<file path="src/rtl/core/rsb_pkg.sv">
// ----------------------------------------------------------------------------
// rsb_pkg
// Shared types and constants for the resample ratio buffer servo.
// ----------------------------------------------------------------------------
package rsb_pkg;

  localparam int BLK_W       = 16;          // block_length register width
  localparam int DIVISOR_W   = BLK_W + 1;   // holds 2*block_length, 10 and 1000
  localparam int BLK_RST     = 441;
  localparam int CAP_RST     = 88200;
  localparam int NOM_DIV_W   = 4;           // divisor width for nominal/10

  localparam int TEN         = 10;
  localparam int THOUSAND    = 1000;
  localparam int SLOW_KEEP   = 999;         // out of band: 999/1000 of ratio kept
  localparam int FAST_KEEP   = 9;           // in band: 9/10 of ratio kept
  localparam int BAND_SCALE  = 100;
  localparam int BAND_LO     = 49;
  localparam int BAND_HI     = 51;

  typedef enum logic [1:0] {
    REG_NOMINAL  = 2'd0,
    REG_CAPACITY = 2'd1,
    REG_BLOCK    = 2'd2
  } reg_idx_t;

  typedef enum logic [2:0] {
    ST_IDLE,
    ST_START1,
    ST_WAIT1,
    ST_CLAMP,
    ST_START2,
    ST_WAIT2,
    ST_FINISH
  } state_t;

  typedef struct packed {
    logic capture;   // latch fill level
    logic start1;    // start error divide and nominal/10
    logic clamp;     // form clamped estimate
    logic start2;    // start the smoothing divide
    logic finish;    // update ratio and load output word
  } cmd_t;

  typedef struct packed {
    logic div_busy;
  } status_t;

endpackage

</file>
<file path="src/rtl/core/rsb_fill_if.sv">
// ----------------------------------------------------------------------------
// rsb_fill_if
// Input channel: one fill level word per audio block.
// ----------------------------------------------------------------------------
interface rsb_fill_if #(
  parameter int FILL_BITS = 20
);
  logic                 valid;
  logic                 ready;
  logic [FILL_BITS-1:0] fill_level;

  modport source (output valid, output fill_level, input ready);
  modport sink   (input valid, input fill_level, output ready);
endinterface

</file>
<file path="src/rtl/core/rsb_ratio_if.sv">
// ----------------------------------------------------------------------------
// rsb_ratio_if
// Output channel: updated ratio with band and clamp flags.
// ----------------------------------------------------------------------------
interface rsb_ratio_if #(
  parameter int RATIO_BITS = 24
);
  logic                  valid;
  logic                  ready;
  logic [RATIO_BITS-1:0] ratio;
  logic                  in_band;
  logic                  clamped;

  modport source (output valid, output ratio, output in_band, output clamped, input ready);
  modport sink   (input valid, input ratio, input in_band, input clamped, output ready);
endinterface

</file>
<file path="src/rtl/core/resample_ratio_buffer_servo.sv">
// ----------------------------------------------------------------------------
// resample_ratio_buffer_servo
// Buffer-fill servo that updates a fixed-point resampling ratio per block.
// ----------------------------------------------------------------------------
// Processing: a new fill word is accepted only once the previous one has been
//   finished and its result word loaded; each word makes two passes through the
//   radix-4 restoring divider (fill error divide, then smoothing divide), and the
//   result word waits while the output still holds an unaccepted word.
// Reset: ratio and nominal to 1.0, capacity 88200, block length 441, idle.
module resample_ratio_buffer_servo #(
  parameter int RATIO_FRAC_BITS = 20,
  parameter int FILL_BITS       = 20
) (
  input  logic clk,
  input  logic rst,

  rsb_fill_if.sink    fill,
  rsb_ratio_if.source result,

  input  logic                                    psel,
  input  logic                                    penable,
  input  logic                                    pwrite,
  input  logic [$clog2(3*(((RATIO_FRAC_BITS+4) > 32) ? 8 : 4))-1:0] paddr,
  input  logic [((RATIO_FRAC_BITS+4) > 32 ? 64 : 32)-1:0]           pwdata,
  output logic [((RATIO_FRAC_BITS+4) > 32 ? 64 : 32)-1:0]           prdata,
  output logic                                    pready
);

  localparam int RB     = RATIO_FRAC_BITS + 4;
  localparam int PW     = (RB > 32) ? 64 : 32;
  localparam int STRIDE = PW / 8;
  localparam int AW     = $clog2(3 * STRIDE);
  localparam int SB     = $clog2(STRIDE);
  localparam logic [RB-1:0]             NOM_RST = RB'(1) << RATIO_FRAC_BITS;
  localparam logic [FILL_BITS-1:0]      CAP_RST = FILL_BITS'(rsb_pkg::CAP_RST);
  localparam logic [rsb_pkg::BLK_W-1:0] BLK_RST = rsb_pkg::BLK_W'(rsb_pkg::BLK_RST);

  logic [RB-1:0]             nominal;
  logic [FILL_BITS-1:0]      capacity;
  logic [rsb_pkg::BLK_W-1:0] blk;

  rsb_pkg::reg_idx_t idx;
  logic              wr;

  assign pready = 1'b1;
  assign idx    = rsb_pkg::reg_idx_t'(paddr[AW-1:SB]);
  assign wr     = psel & penable & pwrite;

  always_ff @(posedge clk) begin
    if (rst) begin
      nominal  <= NOM_RST;
      capacity <= CAP_RST;
      blk      <= BLK_RST;
    end else if (wr) begin
      case (idx)
        rsb_pkg::REG_NOMINAL:  nominal  <= pwdata[RB-1:0];
        rsb_pkg::REG_CAPACITY: capacity <= pwdata[FILL_BITS-1:0];
        rsb_pkg::REG_BLOCK:    blk      <= pwdata[rsb_pkg::BLK_W-1:0];
        default: ;
      endcase
    end
  end

  always_comb begin
    case (idx)
      rsb_pkg::REG_NOMINAL:  prdata = PW'(nominal);
      rsb_pkg::REG_CAPACITY: prdata = PW'(capacity);
      rsb_pkg::REG_BLOCK:    prdata = PW'(blk);
      default:               prdata = '0;
    endcase
  end

  rsb_pkg::cmd_t    cmd;
  rsb_pkg::status_t status;

  rsb_ctrl u_ctrl (
    .clk       (clk),
    .rst       (rst),
    .in_valid  (fill.valid),
    .in_ready  (fill.ready),
    .out_valid (result.valid),
    .out_ready (result.ready),
    .cmd       (cmd),
    .status    (status)
  );

  rsb_dp #(
    .RATIO_FRAC_BITS(RATIO_FRAC_BITS),
    .FILL_BITS      (FILL_BITS)
  ) u_dp (
    .clk        (clk),
    .rst        (rst),
    .cmd        (cmd),
    .status     (status),
    .fill_level (fill.fill_level),
    .nominal    (nominal),
    .capacity   (capacity),
    .blk        (blk),
    .nom_load   (wr && (idx == rsb_pkg::REG_NOMINAL)),
    .nom_wdata  (pwdata[RB-1:0]),
    .ratio      (result.ratio),
    .in_band    (result.in_band),
    .clamped    (result.clamped)
  );

endmodule

</file>
<file path="src/rtl/core/rsb_div.sv">
// ----------------------------------------------------------------------------
// rsb_div
// Restoring unsigned divider, two quotient bits per cycle.
// ----------------------------------------------------------------------------
module rsb_div #(
  parameter int DW = 41,
  parameter int VW = 17
) (
  input  logic          clk,
  input  logic          rst,
  input  logic          start,
  input  logic [DW-1:0] dividend,
  input  logic [VW-1:0] divisor,
  output logic          busy,
  output logic [DW-1:0] quotient,
  output logic [VW-1:0] remainder
);

  localparam int STEPS = (DW + 1) / 2;
  localparam int DWP   = 2 * STEPS;
  localparam int CW    = $clog2(STEPS + 1);

  logic [DWP-1:0] q;
  logic [VW-1:0]  rem;
  logic [VW-1:0]  d;
  logic [CW-1:0]  cnt;

  logic [DWP-1:0] q_next;
  logic [VW-1:0]  rem_next;
  logic [VW:0]    trial;

  always_comb begin
    q_next   = q;
    rem_next = rem;
    trial    = '0;
    for (int k = 0; k < 2; k++) begin
      trial  = {rem_next, q_next[DWP-1]};
      q_next = {q_next[DWP-2:0], 1'b0};
      if (trial >= {1'b0, d}) begin
        trial     = trial - {1'b0, d};
        q_next[0] = 1'b1;
      end
      rem_next = trial[VW-1:0];
    end
  end

  always_ff @(posedge clk) begin
    if (rst) begin
      busy <= 1'b0;
      cnt  <= '0;
    end else if (start) begin
      busy <= 1'b1;
      cnt  <= CW'(STEPS);
    end else if (busy) begin
      cnt <= cnt - 1'b1;
      if (cnt == CW'(1)) begin
        busy <= 1'b0;
      end
    end
  end

  always_ff @(posedge clk) begin
    if (start) begin
      q   <= DWP'(dividend);
      rem <= '0;
      d   <= divisor;
    end else if (busy) begin
      q   <= q_next;
      rem <= rem_next;
    end
  end

  assign quotient  = q[DW-1:0];
  assign remainder = rem;

endmodule

</file>
<file path="src/rtl/core/rsb_ctrl.sv">
// ----------------------------------------------------------------------------
// rsb_ctrl
// Sequencer: accept, two divide passes, clamp, result handoff.
// ----------------------------------------------------------------------------
module rsb_ctrl (
  input  logic             clk,
  input  logic             rst,
  input  logic             in_valid,
  output logic             in_ready,
  output logic             out_valid,
  input  logic             out_ready,
  output rsb_pkg::cmd_t    cmd,
  input  rsb_pkg::status_t status
);

  rsb_pkg::state_t state;
  rsb_pkg::state_t state_next;

  always_ff @(posedge clk) begin
    if (rst) begin
      state     <= rsb_pkg::ST_IDLE;
      out_valid <= 1'b0;
    end else begin
      state <= state_next;
      if (cmd.finish) begin
        out_valid <= 1'b1;
      end else if (out_ready) begin
        out_valid <= 1'b0;
      end
    end
  end

  always_comb begin
    state_next = state;
    cmd        = '0;
    in_ready   = 1'b0;
    case (state)
      rsb_pkg::ST_IDLE: begin
        in_ready = 1'b1;
        if (in_valid) begin
          cmd.capture = 1'b1;
          state_next  = rsb_pkg::ST_START1;
        end
      end
      rsb_pkg::ST_START1: begin
        cmd.start1 = 1'b1;
        state_next = rsb_pkg::ST_WAIT1;
      end
      rsb_pkg::ST_WAIT1: begin
        if (!status.div_busy) begin
          state_next = rsb_pkg::ST_CLAMP;
        end
      end
      rsb_pkg::ST_CLAMP: begin
        cmd.clamp  = 1'b1;
        state_next = rsb_pkg::ST_START2;
      end
      rsb_pkg::ST_START2: begin
        cmd.start2 = 1'b1;
        state_next = rsb_pkg::ST_WAIT2;
      end
      rsb_pkg::ST_WAIT2: begin
        if (!status.div_busy) begin
          state_next = rsb_pkg::ST_FINISH;
        end
      end
      rsb_pkg::ST_FINISH: begin
        // wait for the output word to be free
        if (!out_valid || out_ready) begin
          cmd.finish = 1'b1;
          state_next = rsb_pkg::ST_IDLE;
        end
      end
      default: begin
        state_next = rsb_pkg::ST_IDLE;
      end
    endcase
  end

endmodule

</file>
<file path="src/rtl/core/rsb_dp.sv">
// ----------------------------------------------------------------------------
// rsb_dp
// Datapath: fill error, band test, estimate clamp, ratio smoothing.
// ----------------------------------------------------------------------------
module rsb_dp #(
  parameter int RATIO_FRAC_BITS = 20,
  parameter int FILL_BITS       = 20
) (
  input  logic                                clk,
  input  logic                                rst,
  input  rsb_pkg::cmd_t                       cmd,
  output rsb_pkg::status_t                    status,
  input  logic [FILL_BITS-1:0]                fill_level,
  input  logic [RATIO_FRAC_BITS+3:0]          nominal,
  input  logic [FILL_BITS-1:0]                capacity,
  input  logic [rsb_pkg::BLK_W-1:0]           blk,
  input  logic                                nom_load,
  input  logic [RATIO_FRAC_BITS+3:0]          nom_wdata,
  output logic [RATIO_FRAC_BITS+3:0]          ratio,
  output logic                                in_band,
  output logic                                clamped
);

  localparam int F      = RATIO_FRAC_BITS;
  localparam int RB     = F + 4;
  localparam int MW     = FILL_BITS + 1;
  localparam int DLT_W  = MW + F;
  localparam int FIN_W  = RB + 11;
  localparam int DWA    = (DLT_W > FIN_W) ? DLT_W : FIN_W;
  localparam int EW     = RB + 1;
  localparam int VW     = rsb_pkg::DIVISOR_W;
  localparam int BW     = FILL_BITS + 7;
  localparam logic [RB-1:0] NOM_RST = RB'(1) << F;

  logic [FILL_BITS-1:0] fill_q;
  logic [RB-1:0]        cur;
  logic [EW-1:0]        est;
  logic                 clamp_q;

  // fill error against half capacity
  logic [MW-1:0]  twice_fill;
  logic [MW-1:0]  cap_x;
  logic           above;
  logic [MW-1:0]  mag;
  logic [rsb_pkg::BLK_W-1:0] blk_eff;
  logic [VW-1:0]  blk2;

  assign twice_fill = {fill_q, 1'b0};
  assign cap_x      = {1'b0, capacity};
  assign above      = cap_x >= twice_fill;
  assign mag        = above ? (cap_x - twice_fill) : (twice_fill - cap_x);
  assign blk_eff    = (blk == '0) ? rsb_pkg::BLK_W'(1) : blk;
  assign blk2       = {blk_eff, 1'b0};

  // exact 49..51 percent band test
  logic [BW-1:0] fill_pct;
  logic [BW-1:0] cap_lo;
  logic [BW-1:0] cap_hi;
  logic          band;

  assign fill_pct = BW'(fill_q) * BW'(rsb_pkg::BAND_SCALE);
  assign cap_lo   = BW'(capacity) * BW'(rsb_pkg::BAND_LO);
  assign cap_hi   = BW'(capacity) * BW'(rsb_pkg::BAND_HI);
  assign band     = !((fill_pct < cap_lo) || (fill_pct > cap_hi));

  // dividers
  logic [DWA-1:0] a_dividend;
  logic [VW-1:0]  a_divisor;
  logic           a_busy;
  logic [DWA-1:0] a_quo;
  logic [VW-1:0]  a_rem;
  logic           b_busy;
  logic [RB-1:0]  b_quo;
  logic [rsb_pkg::NOM_DIV_W-1:0] b_rem;

  logic [RB+9:0]  slow_prod;
  logic [RB+4:0]  fast_prod;
  logic [DWA-1:0] fin_dividend;

  assign slow_prod    = (RB+10)'(cur) * (RB+10)'(rsb_pkg::SLOW_KEEP);
  assign fast_prod    = (RB+5)'(cur) * (RB+5)'(rsb_pkg::FAST_KEEP);
  assign fin_dividend = band ? (DWA'(fast_prod) + DWA'(nominal))
                             : (DWA'(slow_prod) + DWA'(est));

  always_comb begin
    if (cmd.start2) begin
      a_dividend = fin_dividend;
      a_divisor  = band ? VW'(rsb_pkg::TEN) : VW'(rsb_pkg::THOUSAND);
    end else begin
      a_dividend = DWA'({mag, {F{1'b0}}});
      a_divisor  = blk2;
    end
  end

  rsb_div #(
    .DW(DWA),
    .VW(VW)
  ) u_div_main (
    .clk       (clk),
    .rst       (rst),
    .start     (cmd.start1 | cmd.start2),
    .dividend  (a_dividend),
    .divisor   (a_divisor),
    .busy      (a_busy),
    .quotient  (a_quo),
    .remainder (a_rem)
  );

  rsb_div #(
    .DW(RB),
    .VW(rsb_pkg::NOM_DIV_W)
  ) u_div_nom (
    .clk       (clk),
    .rst       (rst),
    .start     (cmd.start1),
    .dividend  (nominal),
    .divisor   (rsb_pkg::NOM_DIV_W'(rsb_pkg::TEN)),
    .busy      (b_busy),
    .quotient  (b_quo),
    .remainder (b_rem)
  );

  assign status.div_busy = a_busy | b_busy;

  // hi = nom + floor(nom/10), lo = nom - ceil(nom/10)
  logic           rem_nz;
  logic [DWA-1:0] up_room;
  logic [DWA-1:0] dn_room;
  logic [EW-1:0]  hi;
  logic [EW-1:0]  lo;
  logic [EW-1:0]  est_next;
  logic           clamp_next;

  assign rem_nz  = b_rem != '0;
  assign up_room = DWA'(b_quo);
  assign dn_room = DWA'(b_quo) + DWA'(rem_nz);
  assign hi      = EW'(nominal) + EW'(b_quo);
  assign lo      = EW'(nominal) - EW'(b_quo) - EW'(rem_nz);

  always_comb begin
    clamp_next = 1'b0;
    if (above) begin
      if (a_quo > up_room) begin
        est_next   = hi;
        clamp_next = 1'b1;
      end else begin
        est_next = EW'(nominal) + EW'(a_quo[RB-1:0]);
      end
    end else begin
      if (a_quo > dn_room) begin
        est_next   = lo;
        clamp_next = 1'b1;
      end else begin
        est_next = EW'(nominal) - EW'(a_quo[RB-1:0]);
      end
    end
  end

  logic [RB-1:0] next_ratio;

  assign next_ratio = (a_quo[DWA-1:RB] != '0) ? {RB{1'b1}} : a_quo[RB-1:0];

  always_ff @(posedge clk) begin
    if (rst) begin
      cur <= NOM_RST;
    end else if (nom_load) begin
      cur <= nom_wdata;
    end else if (cmd.finish) begin
      cur <= next_ratio;
    end
  end

  always_ff @(posedge clk) begin
    if (cmd.capture) begin
      fill_q <= fill_level;
    end
    if (cmd.clamp) begin
      est     <= est_next;
      clamp_q <= clamp_next;
    end
    if (cmd.finish) begin
      ratio   <= next_ratio;
      in_band <= band;
      clamped <= clamp_q;
    end
  end

endmodule

</file>
<file path="src/flat_wrapper.sv">
// flat-port wrapper written by rule: the top's interface ports become plain ports
module resample_ratio_buffer_servo_flat import rsb_pkg::*;
#(
  parameter int RATIO_FRAC_BITS = 20,
  parameter int FILL_BITS       = 20
)
  (clk, rst, psel, penable, pwrite, paddr, pwdata, prdata, pready, fill_valid, fill_fill_level, fill_ready, result_valid, result_ratio, result_in_band, result_clamped, result_ready);
  rsb_fill_if #(.FILL_BITS(FILL_BITS)) fill_i ();
  rsb_ratio_if #(.RATIO_BITS(((20) + 4))) result_i ();
  input  logic clk;
  input  logic rst;
  input  logic psel;
  input  logic penable;
  input  logic pwrite;
  input  logic [$clog2(3*(((RATIO_FRAC_BITS+4) > 32) ? 8 : 4))-1:0] paddr;
  input  logic [((RATIO_FRAC_BITS+4) > 32 ? 64 : 32)-1:0] pwdata;
  output logic [((RATIO_FRAC_BITS+4) > 32 ? 64 : 32)-1:0] prdata;
  output logic pready;
  input wire logic [$bits(fill_i.valid)-1:0] fill_valid;
  input wire logic [$bits(fill_i.fill_level)-1:0] fill_fill_level;
  output wire logic [$bits(fill_i.ready)-1:0] fill_ready;
  output wire logic [$bits(result_i.valid)-1:0] result_valid;
  output wire logic [$bits(result_i.ratio)-1:0] result_ratio;
  output wire logic [$bits(result_i.in_band)-1:0] result_in_band;
  output wire logic [$bits(result_i.clamped)-1:0] result_clamped;
  input wire logic [$bits(result_i.ready)-1:0] result_ready;
  assign fill_i.valid = fill_valid;
  assign fill_i.fill_level = fill_fill_level;
  assign fill_ready = fill_i.ready;
  assign result_valid = result_i.valid;
  assign result_ratio = result_i.ratio;
  assign result_in_band = result_i.in_band;
  assign result_clamped = result_i.clamped;
  assign result_i.ready = result_ready;
  resample_ratio_buffer_servo #(.RATIO_FRAC_BITS(RATIO_FRAC_BITS), .FILL_BITS(FILL_BITS)) u_core (.clk(clk), .rst(rst), .fill(fill_i), .result(result_i), .psel(psel), .penable(penable), .pwrite(pwrite), .paddr(paddr), .pwdata(pwdata), .prdata(prdata), .pready(pready));
endmodule
</file>
<file path="config.mk">
export PLATFORM = sky130hd
export DESIGN_NAME = resample_ratio_buffer_servo_flat
export DESIGN_NICKNAME = d
export VERILOG_FILES = /design/src/rtl/core/rsb_pkg.sv /design/src/rtl/core/rsb_fill_if.sv /design/src/rtl/core/rsb_ratio_if.sv /design/src/rtl/core/resample_ratio_buffer_servo.sv /design/src/rtl/core/rsb_div.sv /design/src/rtl/core/rsb_ctrl.sv /design/src/rtl/core/rsb_dp.sv /design/src/flat_wrapper.sv
export SDC_FILE = /design/constraint.sdc
export NUM_CORES = 2
export LEC_CHECK = 0
export ABC_AREA = 1
export BUFFER_PORTS_ARGS = -buffer_cell sky130_fd_sc_hd__buf_2
export CORE_MARGIN = 8
export CORE_UTILIZATION = 30
export CTS_CLUSTER_SIZE = 8
export DETAILED_ROUTE_END_ITERATION = 7
export PLACE_DENSITY = 0.4
export SYNTH_ARGS = -nofsm -noshare
export SYNTH_HDL_FRONTEND = slang
export SYNTH_HIERARCHICAL = 1
export SYNTH_SLANG_ARGS = --single-unit
</file>
<file path="constraint.sdc">
create_clock -name clk -period 7.9 [get_ports clk]
set_input_delay 1.58 -clock clk [delete_from_list [all_inputs] [get_ports clk]]
set_output_delay 1.58 -clock clk [all_outputs]
set_load 0.02 [all_outputs]
</file>
==> metrics.md <==
| Metric | Value |
|---|---|
| Run status | `finished clean` |
| Number of filler cells placed in the layout | `14400` |
| Post-CTS Setup Repair Bufs | `0` |
| Largest fanout on the critical path | `33` |
| Antenna Nets Post-Route | `0` |
| Capture point of the worst path | `u_core/u_dp/u_div_main/q[28]$_DFFE_PP_` |
| Worst path top cell family by delay | `simple AND/OR/NAND/NOR gates` |
| Arrival time reported for the critical path endpoint | `7.39 ns` |
| GRT overflow | `0` |
| Number of instances in the synthesized netlist | `approximately 5400` |
| Cell internal power dissipation | `~0.0073 W` |
| R2R Path End | `u_core/u_dp/u_div_main/q[28]$_DFFE_PP_` |
| Die ar. | `roughly 140000 um^2` |
| Total detailed-routing wirelength | `between 150000 and 200000 um` |
| Path category of the worst min-delay check | `register to register` |
| Total instance count after detailed placement | `7169` |
| Logic depth of the worst setup path including buffers | `25` |
| Starting utilization of the core area | `0.301` |
| Clock transition at path regs | `~0.05 ns` |
| Count of boundary I/O pins | `124` |
| Relative area change from synthesis to final layout | `8.99%` |
| Placeable core area | `about 130000 um^2` |
| Top_reg_cell synth | `sky130_fd_sc_hd__edfxtp_1` |
| Launching element of the worst setup path | `u_core/capacity[8]$_SDFFE_PP0P_` |
| Relative contribution of the clock network to total power | `0.116` |
| Average via count per standard cell | `approximately 4.9` |
| Critical path's largest stage delay | `0.61 ns` |
| Share of flip-flops with an asynchronous set or reset after synthesis | `0` |
| All-layer global routing usage | `0.210` |
| Via count | `~35000` |
| Sw frac | `0.554` |
| H-tree depth reported by CTS | `2` |
| Antenna diode count | `0` |
| Number of endpoints with negative hold slack in the final report | `0` |
| Drt drc | `0` |
| Slew at the pin closest to its max-slew limit | `between 1 and 1.5 ns` |
| Number of optimization iterations in the first detailed-route pass | `5` |
| Number of violations of the max-capacitance limit | `0` |
| Worst flop-to-flop path startpoint | `u_core/capacity[8]$_SDFFE_PP0P_` |
| Number of nets in the layout | `between 6000 and 7000` |
| Vias in the first global route | `roughly 35000` |
| Reg2Reg Depth | `25` |
| HPWL Detailed | `between 100000 and 150000 um` |
| Power dissipated by switching net loads | `between 0.009 and 0.01 W` |
| Buffers from clock root to sink, at most | `3` |
| Power density over the cells | `roughly 380 nW/um^2` |
| Fraction of the yosys area taken by sequential cells | `0.182` |
| Number of clock sinks | `about 280` |
| Leak pwr | `21.3 nW` |
| Kind of capture point of the worst setup path | `register` |
| Final worst clock skew | `~0.028 ns` |
| Reg2reg setup slack | `slightly below 1 ns` |
| Post-synthesis cell type with the largest combined area | `sky130_fd_sc_hd__ha_1` |
| TNS Setup | `0 ns` |
| Clock tree root buffer cell | `sky130_fd_sc_hd__clkbuf_16` |
| Setup-failing EPs final | `0` |
| Post-synthesis cell area | `between 30000 and 40000 um^2` |
| Post-route insts no fill | `7246` |
| Starting DRT DRC Count | `approximately 2700` |
| Critical Path Source Type | `register` |
| Buf+Inv Stages, Crit Path | `3` |
| Max-slew violations | `0` |
| Synth top area cells | `sky130_fd_sc_hd__ha_1 19%, sky130_fd_sc_hd__nand2_1 13%, sky130_fd_sc_hd__edfxtp_1 12%` |
| Pin count of the biggest net entering global routing | `61` |
| Number of cells upsized or downsized after cts | `0` |
| Floorplan row count | `133` |
| Number of antenna violations at the first check in global routing | `6` |
| Height of the die | `about 380 um` |
| Post-synthesis register bit count | `279` |
| Final clock period utilization by the worst path | `0.875` |
| Most prevalent standard cell on the critical path | `sky130_fd_sc_hd__nand2_1` |
| Combinational cell fraction of total power | `0.712` |
| Global-route wire length before repair | `approximately 230000 um` |
| Total power of the final layout | `between 0.015 and 0.02 W` |
| GP Congestion | `a little over 0.9` |
| Die W | `between 300 and 400 um` |
| IO Port Bufs | `104` |
| Number of enable flip-flop cells after synthesis | `~160` |
| Count of warnings emitted by yosys | `6` |
| Start point of the worst min-delay path | `u_core/u_dp/clamp_q$_DFFE_PP_` |
| Syn avg cell area | `around 7.3 um^2` |
| TritonCTS Buffers | `44` |
| CTS Hold Buffers Added | `0` |
| Setup repair after global routing missed its margin | `no` |
| Average detailed-routed wire length per instance | `about 21 um` |
| Remaining max-slew budget at the tightest pin | `0.164` |
| Crit path required time | `8.38 ns` |
| Highest attainable clock frequency | `between 100 and 150 MHz` |
| Critical path type | `register to register` |
| Top cell type's share of synthesized area | `0.186` |
| Count of unique library cells instantiated by Yosys | `69` |
| Power share of the sequential group | `0.173` |
| Clock tree from TritonCTS | `done` |
| Library cell contributing the largest single delay on the critical path | `sky130_fd_sc_hd__nor4_1` |
| Fraction of layout instances using a drive strength above 1 | `0.0568` |
| Min Tclk post-route | `between 6 and 7 ns` |
| Maximum resistive drop on vdd | `between 0.2 and 0.25 mV` |
| Clock insertion delay at the later pin of the skew report | `between 0.6 and 0.7 ns` |
power groups by stage:
| stage | clock (W) | combinational, W | sequential (W) |
|---|---|---|---|
| after floorplan | 0 | 0.00878 | 0.00237 |
| after global placement | 0 | 0.0116 | 0.00286 |
| after detailed placement | 0 | 0.0116 | 0.00285 |
| after CTS | 0.00196 | 0.0117 | 0.00283 |
| after global routing | 0.00200 | 0.0133 | 0.00285 |
| final | 0.00190 | 0.0117 | 0.00283 |
final cells by class:
class / instances / area, um^2 / area share
clock buffers: 71 / 1300 / 0.0302
flip-flops and latches: 279 / 7170 / 0.167
well taps: 1755 / 2200 / 0.0511
multi-input cells: 4027 / 27800 / 0.648
clock inverters: 6 / 60.1 / 0.00140
repair buffers: 142 / 806 / 0.0187
inverters: 966 / 3630 / 0.0843
through the flow:
step / setup slack [ns] / cell area [um^2] / hold WS, ns / util
finish: 0.988 / 43000 / 0.424 / 0.328
global route: 0.373 / 43000 / 0.429 / 0.328
CTS: 0.968 / 43000 / 0.427 / 0.328
detailed placement: 0.986 / 41600 / 0.415 / 0.318
global placement: 1.01 / 41600 / 0.406 / 0.318
floorplan: 2.86 / 39500 / 0.400 / -
worst reg2reg max path, stage by stage, from the launching register on:
cell	delay [ns]
sky130_fd_sc_hd__dfxtp_1	0.57
sky130_fd_sc_hd__ha_1	0.32
sky130_fd_sc_hd__inv_1	0.18
sky130_fd_sc_hd__fa_1	0.45
sky130_fd_sc_hd__fa_1	0.51
sky130_fd_sc_hd__inv_1	0.04
sky130_fd_sc_hd__ha_1	0.31
sky130_fd_sc_hd__inv_1	0.08
sky130_fd_sc_hd__nor3_1	0.48
sky130_fd_sc_hd__a21oi_1	0.19
sky130_fd_sc_hd__o21ai_0	0.38
sky130_fd_sc_hd__a21oi_1	0.14
sky130_fd_sc_hd__xor2_1	0.17
sky130_fd_sc_hd__ha_1	0.28
sky130_fd_sc_hd__nand2_1	0.07
sky130_fd_sc_hd__nor4_1	0.61
sky130_fd_sc_hd__nand2_1	0.12
sky130_fd_sc_hd__a21oi_1	0.18
sky130_fd_sc_hd__nand4_1	0.13
sky130_fd_sc_hd__nand3_2	0.10
sky130_fd_sc_hd__nand2_4	0.10
sky130_fd_sc_hd__nand2_4	0.36
sky130_fd_sc_hd__nand2_1	0.53
sky130_fd_sc_hd__o21ai_0	0.33
sky130_fd_sc_hd__nand2_1	0.08
sky130_fd_sc_hd__nand2_1	0.09
metal layers:
layer,up-vias,GRT usage,wire [um]
li1,17500,-,-
met1,16700,0.305,75000
met2,869,0.332,66600
met3,113,0.0278,8140
met4,0,0.0422,3490
met5,-,0,0
cells by family after synthesis:
group | Yosys count | synth area share
fa+ha+maj | 823 | 0.306
other cells | 4 | 0.000381
xor+xnor | 226 | 0.0502
simple gates | 2221 | 0.240
compound gates | 743 | 0.107
flops | 279 | 0.182
buf+inv | 1116 | 0.115
how the worst min path moves through the flow:
stage	cells after the start	slack (ns)	end
final	0	0.42	u_core/u_dp/clamped$_DFFE_PP_
after global placement	0	0.41	u_core/u_dp/clamped$_DFFE_PP_
after floorplan	0	0.40	u_core/u_dp/clamped$_DFFE_PP_
after detailed placement	0	0.42	u_core/u_dp/clamped$_DFFE_PP_
after CTS	0	0.43	u_core/u_dp/clamped$_DFFE_PP_
after global routing	0	0.43	u_core/u_dp/clamped$_DFFE_PP_
cell usage after synthesis (25+ instances only):
cell type,instances
sky130_fd_sc_hd__nand2_1,1331
sky130_fd_sc_hd__inv_1,949
sky130_fd_sc_hd__ha_1,586
sky130_fd_sc_hd__nor2_1,358
sky130_fd_sc_hd__a21oi_1,329
sky130_fd_sc_hd__nand3_1,311
sky130_fd_sc_hd__fa_1,237
sky130_fd_sc_hd__o21ai_0,197
sky130_fd_sc_hd__edfxtp_1,158
sky130_fd_sc_hd__xor2_1,138
sky130_fd_sc_hd__dfxtp_1,121
sky130_fd_sc_hd__xnor2_1,88
sky130_fd_sc_hd__buf_4,60
sky130_fd_sc_hd__nand4_1,54
sky130_fd_sc_hd__nor3_1,46
sky130_fd_sc_hd__a31oi_1,45
sky130_fd_sc_hd__clkbuf_1,43
sky130_fd_sc_hd__buf_2,33
sky130_fd_sc_hd__o211ai_1,27
sky130_fd_sc_hd__a21o_1,26
sky130_fd_sc_hd__nor4_1,25
flip-flops by register name (all words and copies together) (netlist names), 20 cells and up:
name	cells
u_core/u_dp/ratio	24
u_core/u_dp/u_div_nom/quotient	24
u_core/u_dp/est	25
u_core/nominal	24
u_core/u_dp/fill_q	20
u_core/capacity	20
u_core/u_dp/u_div_main/q	42
u_core/u_dp/cur	24
cell usage in the layout, fill, tap and decap left out, drive strengths merged, types with 3 or more instances in the layout:
master / synthesis / final
conb: 4 / 14
nand3b: 17 / 17
dfxtp: 121 / 121
a221oi: 6 / 6
nor2: 382 / 382
inv: 963 / 966
o21bai: 23 / 23
a21oi: 332 / 332
nor4: 26 / 26
ha: 586 / 586
nand2: 1356 / 1356
xnor2: 88 / 88
a211oi: 11 / 11
o2111ai: 4 / 4
clkbuf: 44 / 71
a21o: 26 / 26
o211ai: 27 / 27
or2: 14 / 14
fa: 237 / 237
clkinv: 3 / 6
nor3: 48 / 48
a22o: 4 / 4
nand4: 55 / 55
nand3: 318 / 318
a31o: 3 / 3
buf: 106 / 142
xor2: 138 / 138
o21ai: 226 / 226
a31oi: 46 / 46
o221ai: 3 / 3
a21boi: 16 / 16
edfxtp: 158 / 158
o21a: 8 / 8
(Power assumes the default switching activity.)
